### config.mk
export PLATFORM = sky130hd
export DESIGN_NAME = pbcf_csr
export DESIGN_NICKNAME = d
export VERILOG_FILES = /design/src/rtl/pbcf_pkg.sv /design/src/rtl/pbcf_csr.sv
export SDC_FILE = /design/constraint.sdc
export NUM_CORES = 1
export LEC_CHECK = 0
export ABC_AREA = 1
export BUFFER_PORTS_ARGS = -buffer_cell sky130_fd_sc_hd__buf_2
export CORE_AREA = 4 4 197 199
export DETAILED_ROUTE_END_ITERATION = 8
export DIE_AREA = 0 0 201 203
export GPL_TIMING_DRIVEN = 0
export PLACE_DENSITY_LB_ADDON = 0.08
export SYNTH_ARGS = -nofsm -noshare
export SYNTH_HDL_FRONTEND = slang
export SYNTH_SLANG_ARGS = --single-unit
### constraint.sdc
create_clock -name clock -period 2.7 [get_ports clock]
set_input_delay 0.54 -clock clock [delete_from_list [all_inputs] [get_ports clock]]
set_output_delay 0.54 -clock clock [all_outputs]
set_load 0.05 [all_outputs]
### src/rtl/pbcf_pkg.sv
package pbcf_pkg;

   localparam int COORD_WIDTH     = 20;
   localparam int COEF_FRAC_BITS  = 14;
   localparam int COEF_WIDTH      = 16;
   localparam int INTENSITY_WIDTH = 16;
   localparam int NUM_AXES        = 3;

   localparam int ROT_REG_WIDTH   = NUM_AXES * COEF_WIDTH;
   localparam int BOX_REG_WIDTH   = NUM_AXES * COORD_WIDTH;
   localparam int CSR_DATA_WIDTH  = 64;
   localparam int CSR_INDEX_WIDTH = 3;

   localparam int PROD_WIDTH   = COEF_WIDTH + COORD_WIDTH;
   localparam int SCALED_WIDTH = COORD_WIDTH + COEF_FRAC_BITS;
   localparam int ACC_WIDTH    =
      ((PROD_WIDTH > SCALED_WIDTH) ? PROD_WIDTH : SCALED_WIDTH) + 2;

   typedef enum logic [CSR_INDEX_WIDTH-1:0] {
      REG_ROT_ROW_X,
      REG_ROT_ROW_Y,
      REG_ROT_ROW_Z,
      REG_TRANSLATION,
      REG_ROI_LOW_CORNER,
      REG_ROI_HIGH_CORNER,
      REG_BODY_LOW_CORNER,
      REG_BODY_HIGH_CORNER
   } reg_index_type;

   typedef logic signed [COORD_WIDTH-1:0] coord_type;
   typedef logic signed [COEF_WIDTH-1:0]  coef_type;
   typedef logic signed [PROD_WIDTH-1:0]  prod_type;
   typedef logic signed [ACC_WIDTH-1:0]   acc_type;

   typedef struct packed {
      coord_type                  x;
      coord_type                  y;
      coord_type                  z;
      logic [INTENSITY_WIDTH-1:0] intensity;
   } point_type;

   typedef struct packed {
      logic [NUM_AXES-1:0][ROT_REG_WIDTH-1:0] rot;
      logic [BOX_REG_WIDTH-1:0]               trans;
      logic [BOX_REG_WIDTH-1:0]               roi_low;
      logic [BOX_REG_WIDTH-1:0]               roi_high;
      logic [BOX_REG_WIDTH-1:0]               body_low;
      logic [BOX_REG_WIDTH-1:0]               body_high;
   } cfg_type;

   function automatic coord_type box_field(input logic [BOX_REG_WIDTH-1:0] r,
                                           input int unsigned a);
      return coord_type'(r[a*COORD_WIDTH +: COORD_WIDTH]);
   endfunction

   function automatic coef_type coef_field(input logic [ROT_REG_WIDTH-1:0] r,
                                           input int unsigned k);
      return coef_type'(r[k*COEF_WIDTH +: COEF_WIDTH]);
   endfunction

   function automatic coord_type point_coord(input point_type p, input int unsigned a);
      coord_type v;
      case (a)
         0:       v = p.x;
         1:       v = p.y;
         default: v = p.z;
      endcase
      return v;
   endfunction

   // strict test of the untransformed point against the kept region
   function automatic logic roi_hit(input point_type p, input cfg_type c);
      logic      hit;
      coord_type v;
      hit = 1'b1;
      for (int unsigned a = 0; a < NUM_AXES; a++) begin
         v = point_coord(p, a);
         if (!((v > box_field(c.roi_low, a)) && (v < box_field(c.roi_high, a)))) begin
            hit = 1'b0;
         end
      end
      return hit;
   endfunction

endpackage

### src/rtl/pbcf_csr.sv
module pbcf_csr (
   input  logic                                 clock,
   input  logic                                 reset,
   input  logic                                 csr_valid,
   output logic                                 csr_ready,
   input  logic [pbcf_pkg::CSR_INDEX_WIDTH-1:0] csr_index,
   input  logic [pbcf_pkg::CSR_DATA_WIDTH-1:0]  csr_wdata,
   output pbcf_pkg::cfg_type                    cfg
);

   pbcf_pkg::cfg_type cfg_ff;
   pbcf_pkg::cfg_type cfg_in;

   logic [pbcf_pkg::BOX_REG_WIDTH+pbcf_pkg::CSR_DATA_WIDTH-1:0] box_wide;
   logic [pbcf_pkg::ROT_REG_WIDTH+pbcf_pkg::CSR_DATA_WIDTH-1:0] rot_wide;
   logic [pbcf_pkg::BOX_REG_WIDTH-1:0]                          box_data;
   logic [pbcf_pkg::ROT_REG_WIDTH-1:0]                          rot_data;

   assign csr_ready = 1'b1;
   assign cfg       = cfg_ff;

   // zero extend then trim to the register width
   assign box_wide = {{pbcf_pkg::BOX_REG_WIDTH{1'b0}}, csr_wdata};
   assign rot_wide = {{pbcf_pkg::ROT_REG_WIDTH{1'b0}}, csr_wdata};
   assign box_data = box_wide[pbcf_pkg::BOX_REG_WIDTH-1:0];
   assign rot_data = rot_wide[pbcf_pkg::ROT_REG_WIDTH-1:0];

   always_comb begin
      cfg_in = cfg_ff;
      if (csr_valid) begin
         case (pbcf_pkg::reg_index_type'(csr_index))
            pbcf_pkg::REG_ROT_ROW_X:        cfg_in.rot[0]    = rot_data;
            pbcf_pkg::REG_ROT_ROW_Y:        cfg_in.rot[1]    = rot_data;
            pbcf_pkg::REG_ROT_ROW_Z:        cfg_in.rot[2]    = rot_data;
            pbcf_pkg::REG_TRANSLATION:      cfg_in.trans     = box_data;
            pbcf_pkg::REG_ROI_LOW_CORNER:   cfg_in.roi_low   = box_data;
            pbcf_pkg::REG_ROI_HIGH_CORNER:  cfg_in.roi_high  = box_data;
            pbcf_pkg::REG_BODY_LOW_CORNER:  cfg_in.body_low  = box_data;
            pbcf_pkg::REG_BODY_HIGH_CORNER: cfg_in.body_high = box_data;
            default:                        cfg_in = cfg_ff;
         endcase
      end
   end

   always_ff @(posedge clock) begin
      if (reset) begin
         // identity rotation, everything else zero
         for (int a = 0; a < pbcf_pkg::NUM_AXES; a++) begin
            cfg_ff.rot[a] <= pbcf_pkg::ROT_REG_WIDTH'(1)
                             << (pbcf_pkg::COEF_FRAC_BITS + a * pbcf_pkg::COEF_WIDTH);
         end
         cfg_ff.trans     <= '0;
         cfg_ff.roi_low   <= '0;
         cfg_ff.roi_high  <= '0;
         cfg_ff.body_low  <= '0;
         cfg_ff.body_high <= '0;
      end else begin
         cfg_ff <= cfg_in;
      end
   end

endmodule

==> results of run 1 <==
[per-stage QoR]
stage | worst slack [ps] | area (sq um) | power [uW]
2_1_floorplan | 1191 | 17220 | 8657
3_3_place_gp | 120.7 | 20360 | 9320
3_5_place_dp | 105.3 | 20360 | 9351
6_report | 538.3 | 21960 | 15850
4_1_cts | 676.2 | 21950 | 15880
5_1_grt | 581.9 | 21960 | 16340
[cell usage in the layout (no fill, tap or decap)]
| cell | netlist | routed |
|---|---|---|
| sky130_fd_sc_hd__inv_2 | 3 | 3 |
| sky130_fd_sc_hd__buf_2 | 79 | 588 |
| sky130_fd_sc_hd__clkbuf_8 | 0 | 12 |
| sky130_fd_sc_hd__buf_1 | 27 | 27 |
| sky130_fd_sc_hd__inv_1 | 63 | 63 |
| sky130_fd_sc_hd__diode_2 | 0 | 4 |
| sky130_fd_sc_hd__nor2_2 | 1 | 1 |
| sky130_fd_sc_hd__clkbuf_16 | 0 | 49 |
| sky130_fd_sc_hd__nor2_1 | 891 | 891 |
| sky130_fd_sc_hd__nor2_4 | 2 | 2 |
| sky130_fd_sc_hd__buf_4 | 17 | 17 |
| sky130_fd_sc_hd__nand3_1 | 384 | 384 |
| sky130_fd_sc_hd__nand2_1 | 516 | 516 |
| sky130_fd_sc_hd__dfxtp_1 | 444 | 444 |
| sky130_fd_sc_hd__clkinv_1 | 1 | 1 |
| sky130_fd_sc_hd__bufinv_16 | 0 | 3 |
| sky130_fd_sc_hd__clkinv_2 | 0 | 16 |
| sky130_fd_sc_hd__clkbuf_1 | 59 | 66 |
| sky130_fd_sc_hd__conb_1 | 1 | 1 |
[logic make-up (layout without fill, tap and decap cells)]
logic type | Yosys count | in the layout | share of synthesized area [%]
simple gates | 1794 | 1794 | 41.99
buf+inv | 249 | 845 | 6.372
flops | 444 | 444 | 51.61
other cells | 1 | 5 | 0.02178
[metal layers]
layer  part of all wire, %  wire length (um)  track usage (%)  up-vias
li1                      -                 -                -     8809
met1                    40             27140            38.59     8345
met2                    47             31290            51.74      756
met3                   8.0              5372            6.788      168
met4                   4.9              3279            15.07        8
met5                 0.077                52                0        -
[critical path, stage by stage]
cell,delay [ps]
sky130_fd_sc_hd__buf_2,140
sky130_fd_sc_hd__inv_2,90
sky130_fd_sc_hd__nand2_1,70
sky130_fd_sc_hd__nor2_1,1170
sky130_fd_sc_hd__buf_2,450
sky130_fd_sc_hd__nor2_1,80
sky130_fd_sc_hd__nor2_1,120
[cell type report]
cell class	count	share of cell area, %
Clock buffer	68	6.455
Antenna cell	4	0.04558
Buffer	182	3.852
Clock inverter	19	0.7749
Sequential cell	444	40.48
Inverter	67	1.145
Multi-Input combinational cell	1795	32.95
Timing Repair Buffer	509	11.60
Tap cell	474	2.701
[worst paths after layout]
path	to	startpoint	slack, ps
worst max-delay path	cfg[71]$_SDFFE_PP0P_	csr_index[0]	540
worst max register to register	cfg[337]$_SDFFE_PP0P_	cfg[337]$_SDFFE_PP0P_	2080
worst min register to register	cfg[442]$_SDFFE_PP1P_	cfg[442]$_SDFFE_PP1P_	470
worst min-delay path	cfg[314]$_SDFFE_PP1P_	csr_wdata[14]	190
[report_power, final]
group	switching [uW]	internal (uW)	leakage, uW
clock network	2700	3930	0.000803
registers	125	6780	0.00361
logic	1810	509	0.00664
==> run summary, run 1 <==
- status: complete, but fails checks
- violations in the final reports: capacitance limit, slew limit
- largest net degree at the start of global routing: 14
- half-perimeter wire length after placement: 49410 um
- maximum clock skew at final layout: 0 ps
- number of design-rule violations left by the first detailed-router iteration: 1364
- overflow left after global routing: 0
- starting density of the core: 46.27%
- CTS clk-pin slew, worst paths: 60 ps
- overall die area: 40800 sq um
- final-stage net count: 3116
- final standard cell count with taps included and fillers excluded: 3562
- number of nets with antenna violations after routing: 0
- RSZ-0062 raised after global routing: no
- count of mapped cells out of synthesis: 2488
- area of the multi-input gates: 7236 sq um
- type of origin of the critical path: primary input
- Synthesized Nets: 2558
- clock tree from TritonCTS: yes
- GRT Resource Usage Total: 31.14%
- final hold vios: 0
- fmax: 462.6 MHz
- element type at the critical path end: register
- final worst hold slack: 187.1 ps
- number of flops mapped to enable cells by yosys: 0
- post-CTS setup buffers: 0
- crit path time final: 2162 ps
- Reg2Reg Depth: 2
- CTS HTree Levels: 2
- sum of negative setup slack: 0 ps
- pin slew with the least headroom to its limit: 1574 ps
- y dimension of the die: 203 um
- post-synthesis average cell area: 6.922 sq um
- routed length per placed instance: 18.85 um
- total power per unit cell area: 721.9 nW/um^2
- total area of sequential cells: 8889 sq um
- flip-flop cell with the highest count after synthesis: sky130_fd_sc_hd__dfxtp_1
- area fraction of the dominant cell type after synthesis: 51.61%
- class of the worst hold path: primary input to register
- Area Overhead vs Synth: 27.51%
- area inside the core boundary: 37220 sq um
- required time reported for the critical path endpoint: 3210 ps
- total number of vias: 18090
- TritonRoute pass-1 iters: 5
- share of flip-flops with an asynchronous set or reset: 0%
- floorplan die width: 201 um
- largest cells by area after synthesis: sky130_fd_sc_hd__dfxtp_1 52%, sky130_fd_sc_hd__nor2_1 19%, sky130_fd_sc_hd__nand2_1 11%, sky130_fd_sc_hd__nand3_1 11%, sky130_fd_sc_hd__buf_2 2.3%
- cell with the most instances after synthesis: sky130_fd_sc_hd__nor2_1
- sum of routed wire length over all layers: 67140 um
- arrival time of the worst setup path: 2670 ps
- site row count: 71
- count of port buffers added during placement: 509
- total placed cells including tap cells: 3471
- Num CTS Buffers: 47
- number of antenna violations at the first check in global routing: 9
- static leakage: 0.01105 uW
- Period Utilization, post-route: 80.06%
- Routability Congestion: 0.8756
- count of cell types in the netlist: 14
- Post-CTS Resized: 0
- worst max-slew margin expressed relative to the limit: -5.312%
- insertion delay to the later sink of the worst-skew pair: 580 ps
- worst voltage drop across the vdd grid: 0.4395 mV
- worst hold path depth: 3
- total of warnings raised by yosys: 0
- number of inserted filler cells in the final layout: 3651
- DRC Markers: 0
- final standard cell utilization of the core: 59.00%
- Seq/Total Area, Yosys: 51.61%
- register bit count reported by yosys: 444
- Largest register FFs: 444
- detail-routed via count per cell: 5.077
- count of max-cap constraint violations: 1
- Num Clock Sinks: 444
- clock tree root buffer cell: sky130_fd_sc_hd__clkbuf_16
- count of final setup violators: 0
- fraction of layout cells with a size suffix above 1: 22.41%
- clock buffer depth: 3
- top post-synthesis cells by count: 891 x sky130_fd_sc_hd__nor2_1, 516 x sky130_fd_sc_hd__nand2_1, 444 x sky130_fd_sc_hd__dfxtp_1, 384 x sky130_fd_sc_hd__nand3_1, 79 x sky130_fd_sc_hd__buf_2
- CP Max Fanout: 10
- total I/O pin count: 515
- Final Slew Violations: 7
- largest area contributor in the netlist: sky130_fd_sc_hd__dfxtp_1
- CTS hold repair buffers: 0
- cell area after synthesis: 17220 sq um
- number of global-route vias before repair: 16550
- global-route wire length before repair: 98490 um
- Worst Setup Path Type: primary input to register
(Power assumes the default switching activity.)
==> inputs of run 2 (changes only) <==
Settings changed: ABC_AREA 1 to 0, CORE_AREA 4 4 197 199 to 4 4 199 201, DIE_AREA 0 0 201 203 to 0 0 203 205.
Clock period 2.7 ns to 2 ns, I/O delays scaled along.
==> run 2 against run 1 <==
Clock skew unchanged. Clock-buffer cell count fell by 6. Via count down 28%. Critical endpoint is now cfg[203]$_SDFFE_PP0P_. Setup slack worse by 410 ps. The flow now finishes without violations. Worst hold slack worse by 59 ps. Register-to-register slack worse by 760 ps.
==> run summary, run 2 <==
- number of flops mapped to enable cells by yosys: 0, unchanged
- Worst Setup Path Type: primary input to register
- required time reported for the critical path endpoint: 2420 ps, -790 ps
- fraction of layout cells with a size suffix above 1: 30.41%, +8.0 points
- y dimension of the die: 205 um, +0.99%
- Final Slew Violations: 0, -7
- largest net degree at the start of global routing: 15, +1
- total area of sequential cells: 8889 sq um, unchanged
- area inside the core boundary: 37580 sq um, +0.95%
- count of final setup violators: 0, unchanged
- sum of routed wire length over all layers: 57360 um, -15%
- largest area contributor in the netlist: sky130_fd_sc_hd__dfxtp_1
- DRC Markers: 0, unchanged
- clock buffer depth: 3, unchanged
- clock tree from TritonCTS: yes
- insertion delay to the later sink of the worst-skew pair: 550 ps, -30 ps
- arrival time of the worst setup path: 2290 ps, -380 ps
- detail-routed via count per cell: 4.874, -4.0%
- pin slew with the least headroom to its limit: 920.4 ps, -653.5 ps
- number of antenna violations at the first check in global routing: 9, unchanged
- Routability Congestion: 0.8171, -6.7%
- worst voltage drop across the vdd grid: 0.6311 mV, +44%
- overflow left after global routing: 0, unchanged
- area fraction of the dominant cell type after synthesis: 51.36%, -0.26 points
- floorplan die width: 203 um, +1.0%
- count of cell types in the netlist: 18, +4
- class of the worst hold path: primary input to register
- CTS clk-pin slew, worst paths: 60 ps, about the same
- Period Utilization, post-route: 93.51%
- total number of vias: 13000, -28%
- cell area after synthesis: 17310 sq um, +0.50%
- crit path time final: 1870 ps
- Reg2Reg Depth: 2, unchanged
- number of inserted filler cells in the final layout: 3395, -7.0%
- site row count: 71, unchanged
- top post-synthesis cells by count: 501 x sky130_fd_sc_hd__nand2b_1, 444 x sky130_fd_sc_hd__dfxtp_1, 444 x sky130_fd_sc_hd__mux2i_1, 64 x sky130_fd_sc_hd__clkbuf_1, 57 x sky130_fd_sc_hd__buf_2
- final hold vios: 0, unchanged
- total power per unit cell area: 906.0 nW/um^2, +26%
- share of flip-flops with an asynchronous set or reset: 0%, unchanged
- overall die area: 41620 sq um, +2.0%
- largest cells by area after synthesis: sky130_fd_sc_hd__dfxtp_1 51%, sky130_fd_sc_hd__mux2i_1 26%, sky130_fd_sc_hd__nand2b_1 18%, sky130_fd_sc_hd__buf_2 1.6%, sky130_fd_sc_hd__clkbuf_1 1.4%
- total of warnings raised by yosys: 0, unchanged
- most common cell after layout, fill and taps aside: sky130_fd_sc_hd__buf_2
- Seq/Total Area, Yosys: 51.36%, -0.26 points
- top library cells by usage in the layout, fill and taps aside: 563 x sky130_fd_sc_hd__buf_2, 500 x sky130_fd_sc_hd__nand2b_1, 444 x sky130_fd_sc_hd__mux2i_1, 444 x sky130_fd_sc_hd__dfxtp_1, 65 x sky130_fd_sc_hd__clkbuf_1
- dominant cell type by count on the critical path: sky130_fd_sc_hd__buf_2
- count of max-cap constraint violations: 0, -1
- TritonRoute pass-1 iters: 4, -1
- Num Clock Sinks: 444, unchanged
- static leakage: 0.01192 uW, +7.8%
- count of mapped cells out of synthesis: 1565, -37%
- final standard cell utilization of the core: 58.69%, -0.31 points
- area of the multi-input gates: 7722 sq um, +6.7%
- maximum clock skew at final layout: 0 ps, unchanged
- CTS HTree Levels: 2, unchanged
- total I/O pin count: 515, unchanged
- flip-flop cell with the highest count after synthesis: sky130_fd_sc_hd__dfxtp_1
- status: finished clean
- setup slack of the most critical reg-to-reg path: 1320 ps, -760 ps
- number of nets with antenna violations after routing: 0, unchanged
- GRT Resource Usage Total: 26.34%, -4.8 points
- element type at the critical path end: register
- final-stage net count: 2190, -30%
- Num CTS Buffers: 45, -4.3%
- worst hold path depth: 3, unchanged
- clock tree root buffer cell: sky130_fd_sc_hd__clkbuf_16
- number of global-route vias before repair: 13090, -21%
- starting density of the core: 46.06%, -0.21 points
- Largest register FFs: 444, unchanged
- Largest stage delay, worst path: 430 ps, -740 ps
- post-synthesis average cell area: 11.06 sq um, +60%
- fmax: 534.7 MHz
- number of design-rule violations left by the first detailed-router iteration: 473, -65%
- Tot Pwr: 19980 uW, +26%
- half-perimeter wire length after placement: 42740 um, -14%
- RSZ-0062 raised after global routing: no
- CP Cell Sequence: buf_2, buf_2, clkbuf_4, buf_4, clkbuf_1, nand2b_1, mux2i_1
- count of port buffers added during placement: 508, -0.20%
- type of origin of the critical path: primary input
- worst max-slew margin expressed relative to the limit: 38.64%, +44 points
- Area Overhead vs Synth: 27.41%, about the same
- CTS hold repair buffers: 0, unchanged
- Synthesized Nets: 1635, -36%
- CP Max Fanout: 10, unchanged
- register bit count reported by yosys: 444, unchanged
- Slowest-stage cell, CP: sky130_fd_sc_hd__clkbuf_1
- routed length per placed instance: 21.51 um, +14%
- global-route wire length before repair: 83190 um, -16%
- cell with the most instances after synthesis: sky130_fd_sc_hd__nand2b_1
[run 2: cell count changes after synthesis, sizes merged, moves of 3 or more]
| cell | change |
|---|---|
| nor2 | -888 |
| nand2 | -516 |
| nand2b | +501 |
| mux2i | +444 |
| nand3 | -384 |
| inv | -66 |
| buf | -30 |
| clkbuf | +6 |
| nand4b | +3 |
| nand4bb | +3 |
[run 2: routing by layer]
| layer | vias up | share of wire (%) | GRT usage [%] |
|---|---|---|---|
| met3 | 115 | 7.7 | 7.963 |
| li1 | 6214 | - | - |
| met5 | - | 0.19 | 0 |
| met2 | 403 | 47 | 44.07 |
| met1 | 6254 | 41 | 31.98 |
| met4 | 14 | 3.9 | 10.31 |
[run 2: critical path: cells and delay by family]
kind	cells	cell delay [ps]
muxes	1	60
and+or+nand+nor	1	180
buffers and inverters	5	1630
[run 2: through the flow]
stage               hold slack, ps  cell area, sq um  std cells  setup TNS, ps  setup WS, ps
finish                       128.5             22050       2667              0         129.9
CTS                          92.67             22040       2665              0         19.80
floorplan                    561.2             17310       1565              0         420.2
global placement             455.7             20490       2584        -180230        -684.8
detailed placement           458.4             20490       2584        -180010        -689.7
global route                 138.7             22050       2666              0         9.980
[run 2: power breakdown]
group          total (uW)  internal, uW  switching, uW
clock network        8830          5280           3550
registers            9150          9040            107
logic                2000           592           1410
total               20000         14900           5070
[run 2: layout make-up]
type,count,area share (%)
Multi-Input combinational cell,963,35.02
Sequential cell,444,40.31
Buffer,158,3.228
Timing Repair Buffer,508,11.53
Clock inverter,19,1.146
Antenna cell,2,0.02270
Clock buffer,62,5.850
Tap cell,511,2.899
[run 2: logic make-up (layout without fill, tap and decap cells)]
| logic type | Yosys count | count (layout) | synth area share, % |
|---|---|---|---|
| buffers and inverters | 158 | 747 | 4.041 |
| DFF | 444 | 444 | 51.36 |
| other | 1 | 3 | 0.02167 |
| muxes | 444 | 444 | 25.68 |
| and+or+nand+nor | 518 | 518 | 18.90 |
[run 2: repair_timing]
item	in CTS	in global routing
endpoints found under the setup margin	49	62
setup buffers	0	0
gates resized for setup	5	6
[run 2: path summary, 6_finish.rpt]
kind / endpoint / from
worst min register to register: cfg[380]$_SDFFE_PP0P_ / cfg[380]$_SDFFE_PP0P_
worst min-delay path: cfg[378]$_SDFFE_PP1P_ / csr_wdata[30]
worst max register to register: cfg[227]$_SDFFE_PP0P_ / cfg[227]$_SDFFE_PP0P_
worst max-delay path: cfg[203]$_SDFFE_PP0P_ / reset
==> inputs of run 3 (changes only) <==
Settings changed: BUFFER_PORTS_ARGS -buffer_cell sky130_fd_sc_hd__buf_2 to default, CORE_AREA 4 4 199 201 to 4 4 198 200, DIE_AREA 0 0 203 205 to 0 0 202 204, DONT_BUFFER_PORTS from default to 1.
==> run 3 against run 2 <==
Sequential power grew 8.3%. Critical path type unchanged. Sequential share of layout area grew 5.3 points. Critical path depth is the same. Clock power shrank 2.9%. Design area shrank 12%. Clock skew is the same. Register-to-register slack lost 380 ps. Global-route usage shrank 0.68 points. Via count shrank 15%. Fmax grew 1.8%. Highest routed layer is now met4. Combinational power shrank 49%. Non-clock buffer count shrank 505. Critical endpoint is now cfg[184]$_SDFFE_PP0P_.
==> run summary, run 3 (synthesis results as in run 2) <==
- overflow left after global routing: 0, unchanged
- CP Max Fanout: 10, unchanged
- clock tree from TritonCTS: yes
- dominant cell type by count on the critical path: sky130_fd_sc_hd__buf_2
- starting density of the core: 46.28%, +0.22 points
- total power per unit cell area: 999.3 nW/um^2, +10%
- crit path time final: 1836 ps, -33.95 ps
- CP Cell Sequence: buf_2, buf_2, buf_2, buf_4, clkbuf_1, nand2b_1, mux2i_1
- number of global-route vias before repair: 11260, -14%
- switching share of total power: 25.83%, +0.48 points
- Tot Pwr: 19500 uW, -2.4%
- global-route wire length before repair: 79720 um, -4.2%
- total number of vias: 10990, -15%
- Largest stage delay, worst path: 380 ps, -50 ps
- final hold vios: 0, unchanged
- insertion delay to the later sink of the worst-skew pair: 570 ps, +20 ps
- fmax: 544.6 MHz, +1.8%
- beginning of the worst register-to-register path: cfg[300]$_SDFFE_PP0P_
- Largest register FFs: 444, unchanged
- DRC Markers: 0, unchanged
- total I/O pin count: 515, unchanged
- cell family with most CP delay: buffers and inverters
- type of origin of the critical path: primary input
- pin slew with the least headroom to its limit: 853.4 ps, -66.93 ps
- Num CTS Buffers: 47, +4.4%
- internal cell power: 14460 uW, -3.0%
- site row count: 71, unchanged
- status: finished clean
- detail-routed via count per cell: 5.083, +4.3%
- GRT Resource Usage Total: 25.66%, -0.68 points
- Slowest-stage cell, CP: sky130_fd_sc_hd__buf_2
- static leakage: 0.009249 uW, -22%
- Period Utilization, post-route: 91.81%, -1.7 points
- arrival time of the worst setup path: 2260 ps, -30 ps
- number of nets with antenna violations after routing: 0, unchanged
- floorplan die width: 202 um, -0.49%
- overall die area: 41210 sq um, -0.98%
- most common cell after layout, fill and taps aside: sky130_fd_sc_hd__nand2b_1
- worst voltage drop across the vdd grid: 0.5810 mV, -7.9%
- clock tree root buffer cell: sky130_fd_sc_hd__clkbuf_16
- buffering stage count on the worst path with inverters included: 5, unchanged
- top library cells by usage in the layout, fill and taps aside: 499 x sky130_fd_sc_hd__nand2b_1, 444 x sky130_fd_sc_hd__mux2i_1, 444 x sky130_fd_sc_hd__dfxtp_1
- fraction of power consumed by combinational cells: 5.2%, -4.8 points
- Area Overhead vs Synth: 12.72%
- clock buffer depth: 3, unchanged
- worst flop-to-flop path endpoint: cfg[300]$_SDFFE_PP0P_
- worst hold path depth: 2, -1
- area inside the core boundary: 37400 sq um, -0.47%
- Final Slew Violations: 0, unchanged
- count of port buffers added during placement: 0, -100%
- number of design-rule violations left by the first detailed-router iteration: 362, -23%
- largest net degree at the start of global routing: 14, -1
- routed length per placed instance: 25.60 um, +19%
- RSZ-0062 raised after global routing: no
- Routability Congestion: 0.7914, -3.1%
- count of final setup violators: 0, unchanged
- sum of routed wire length over all layers: 55340 um, -3.5%
- portion of total power attributed to the clock network: 43.9%, -0.3 points
- end point of the worst hold path: cfg[173]$_SDFFE_PP0P_
- required time reported for the critical path endpoint: 2420 ps, about the same
- Worst Setup Path Type: primary input to register
- count of max-cap constraint violations: 0, unchanged
- final worst hold slack: 119.6 ps, -8.980 ps
- class of the worst hold path: primary input to register
- sum of negative setup slack: 0 ps, unchanged
- half-perimeter wire length after placement: 40750 um, -4.6%
- worst max-slew margin expressed relative to the limit: 43.10%, +4.5 points
- fraction of layout cells with a size suffix above 1: 9.152%, -21 points
- element type at the critical path end: register
- maximum clock skew at final layout: 0 ps, unchanged
- Reg2Reg Depth: 2, unchanged
- Flop pwr share: 50.8%, +5.0 points
- final-stage net count: 1687, -23%
- worst hold start: csr_wdata[53]
- setup slack of the most critical reg-to-reg path: 940 ps, -380 ps
- number of antenna violations at the first check in global routing: 0, -9
- Num Clock Sinks: 444, unchanged
- CTS HTree Levels: 2, unchanged
- CTS clk-pin slew, worst paths: 60 ps, about the same
- TritonRoute pass-1 iters: 4, unchanged
- y dimension of the die: 204 um, -0.49%
- switching power summed over all nets: 5036 uW, -0.59%
- post-CTS setup buffers: 0, unchanged
==> run 3: power by group through the flow <==
stage / clock network, uW / logic, uW / registers (uW)
finish: 8570 / 1020 / 9910
global route: 9080 / 1110 / 9920
CTS: 8730 / 1040 / 9910
detailed placement: 0 / 1020 / 10100
global placement: 0 / 1010 / 10100
floorplan: 0 / 723 / 10000
==> run 3: worst register-to-register path: stages (launching register included) <==
cell                       delay [ps]
sky130_fd_sc_hd__dfxtp_1          740
sky130_fd_sc_hd__nand2b_1         110
sky130_fd_sc_hd__mux2i_1          140
==> run 3: per-stage QoR <==
step,setup slack (ps),utilization [%],cell area [sq um],cells
after floorplan,420.2,-,17310,1565
after global placement,-787.7,47.99,17950,2076
after detailed placement,-837.9,47.99,17950,2076
after CTS,1.146,52.13,19500,2161
after global routing,10.22,52.16,19510,2161
final,163.8,52.17,19510,2162
==> run 3: worst max-delay path by stage <==
stage                  from                    end  slack [ps]  cells past startpoint
6_report              reset  cfg[184]$_SDFFE_PP0P_         160                      7
3_5_place_dp          reset  cfg[142]$_SDFFE_PP0P_        -840                      6
4_1_cts               reset  cfg[410]$_SDFFE_PP0P_           1                      6
2_1_floorplan  csr_index[1]  cfg[338]$_SDFFE_PP0P_         420                      5
3_3_place_gp          reset  cfg[138]$_SDFFE_PP0P_        -790                      6
5_1_grt               reset  cfg[185]$_SDFFE_PP0P_          10                      7
==> run 3: repair_timing <==
action | in CTS | in global routing
gates resized for setup | 6 | 10
hold endpoints to repair | 3 | 0
endpoints found under the setup margin | 168 | 45
hold buffers | 3 | 0
cloned | 0 | 0
==> run 3: cell type report <==
cell class	instances	area, sq um
diodes	1	2.502
plain buffers	158	714.4
clock buffers	67	1404
clock inverters	15	106.4
fillers	3471	17890
multi-input cells	963	7725
flip-flops and latches	444	8889
well taps	511	639.4
repair buffers	3	30.03
==> run 3: layer usage <==
metal	global-route usage, %	up-vias	wire length [um]
met5	0	-	0
met4	7.568	0	1420
met3	11.22	66	6095
met2	43.07	384	26340
met1	29.89	5328	21490
li1	-	5212	-
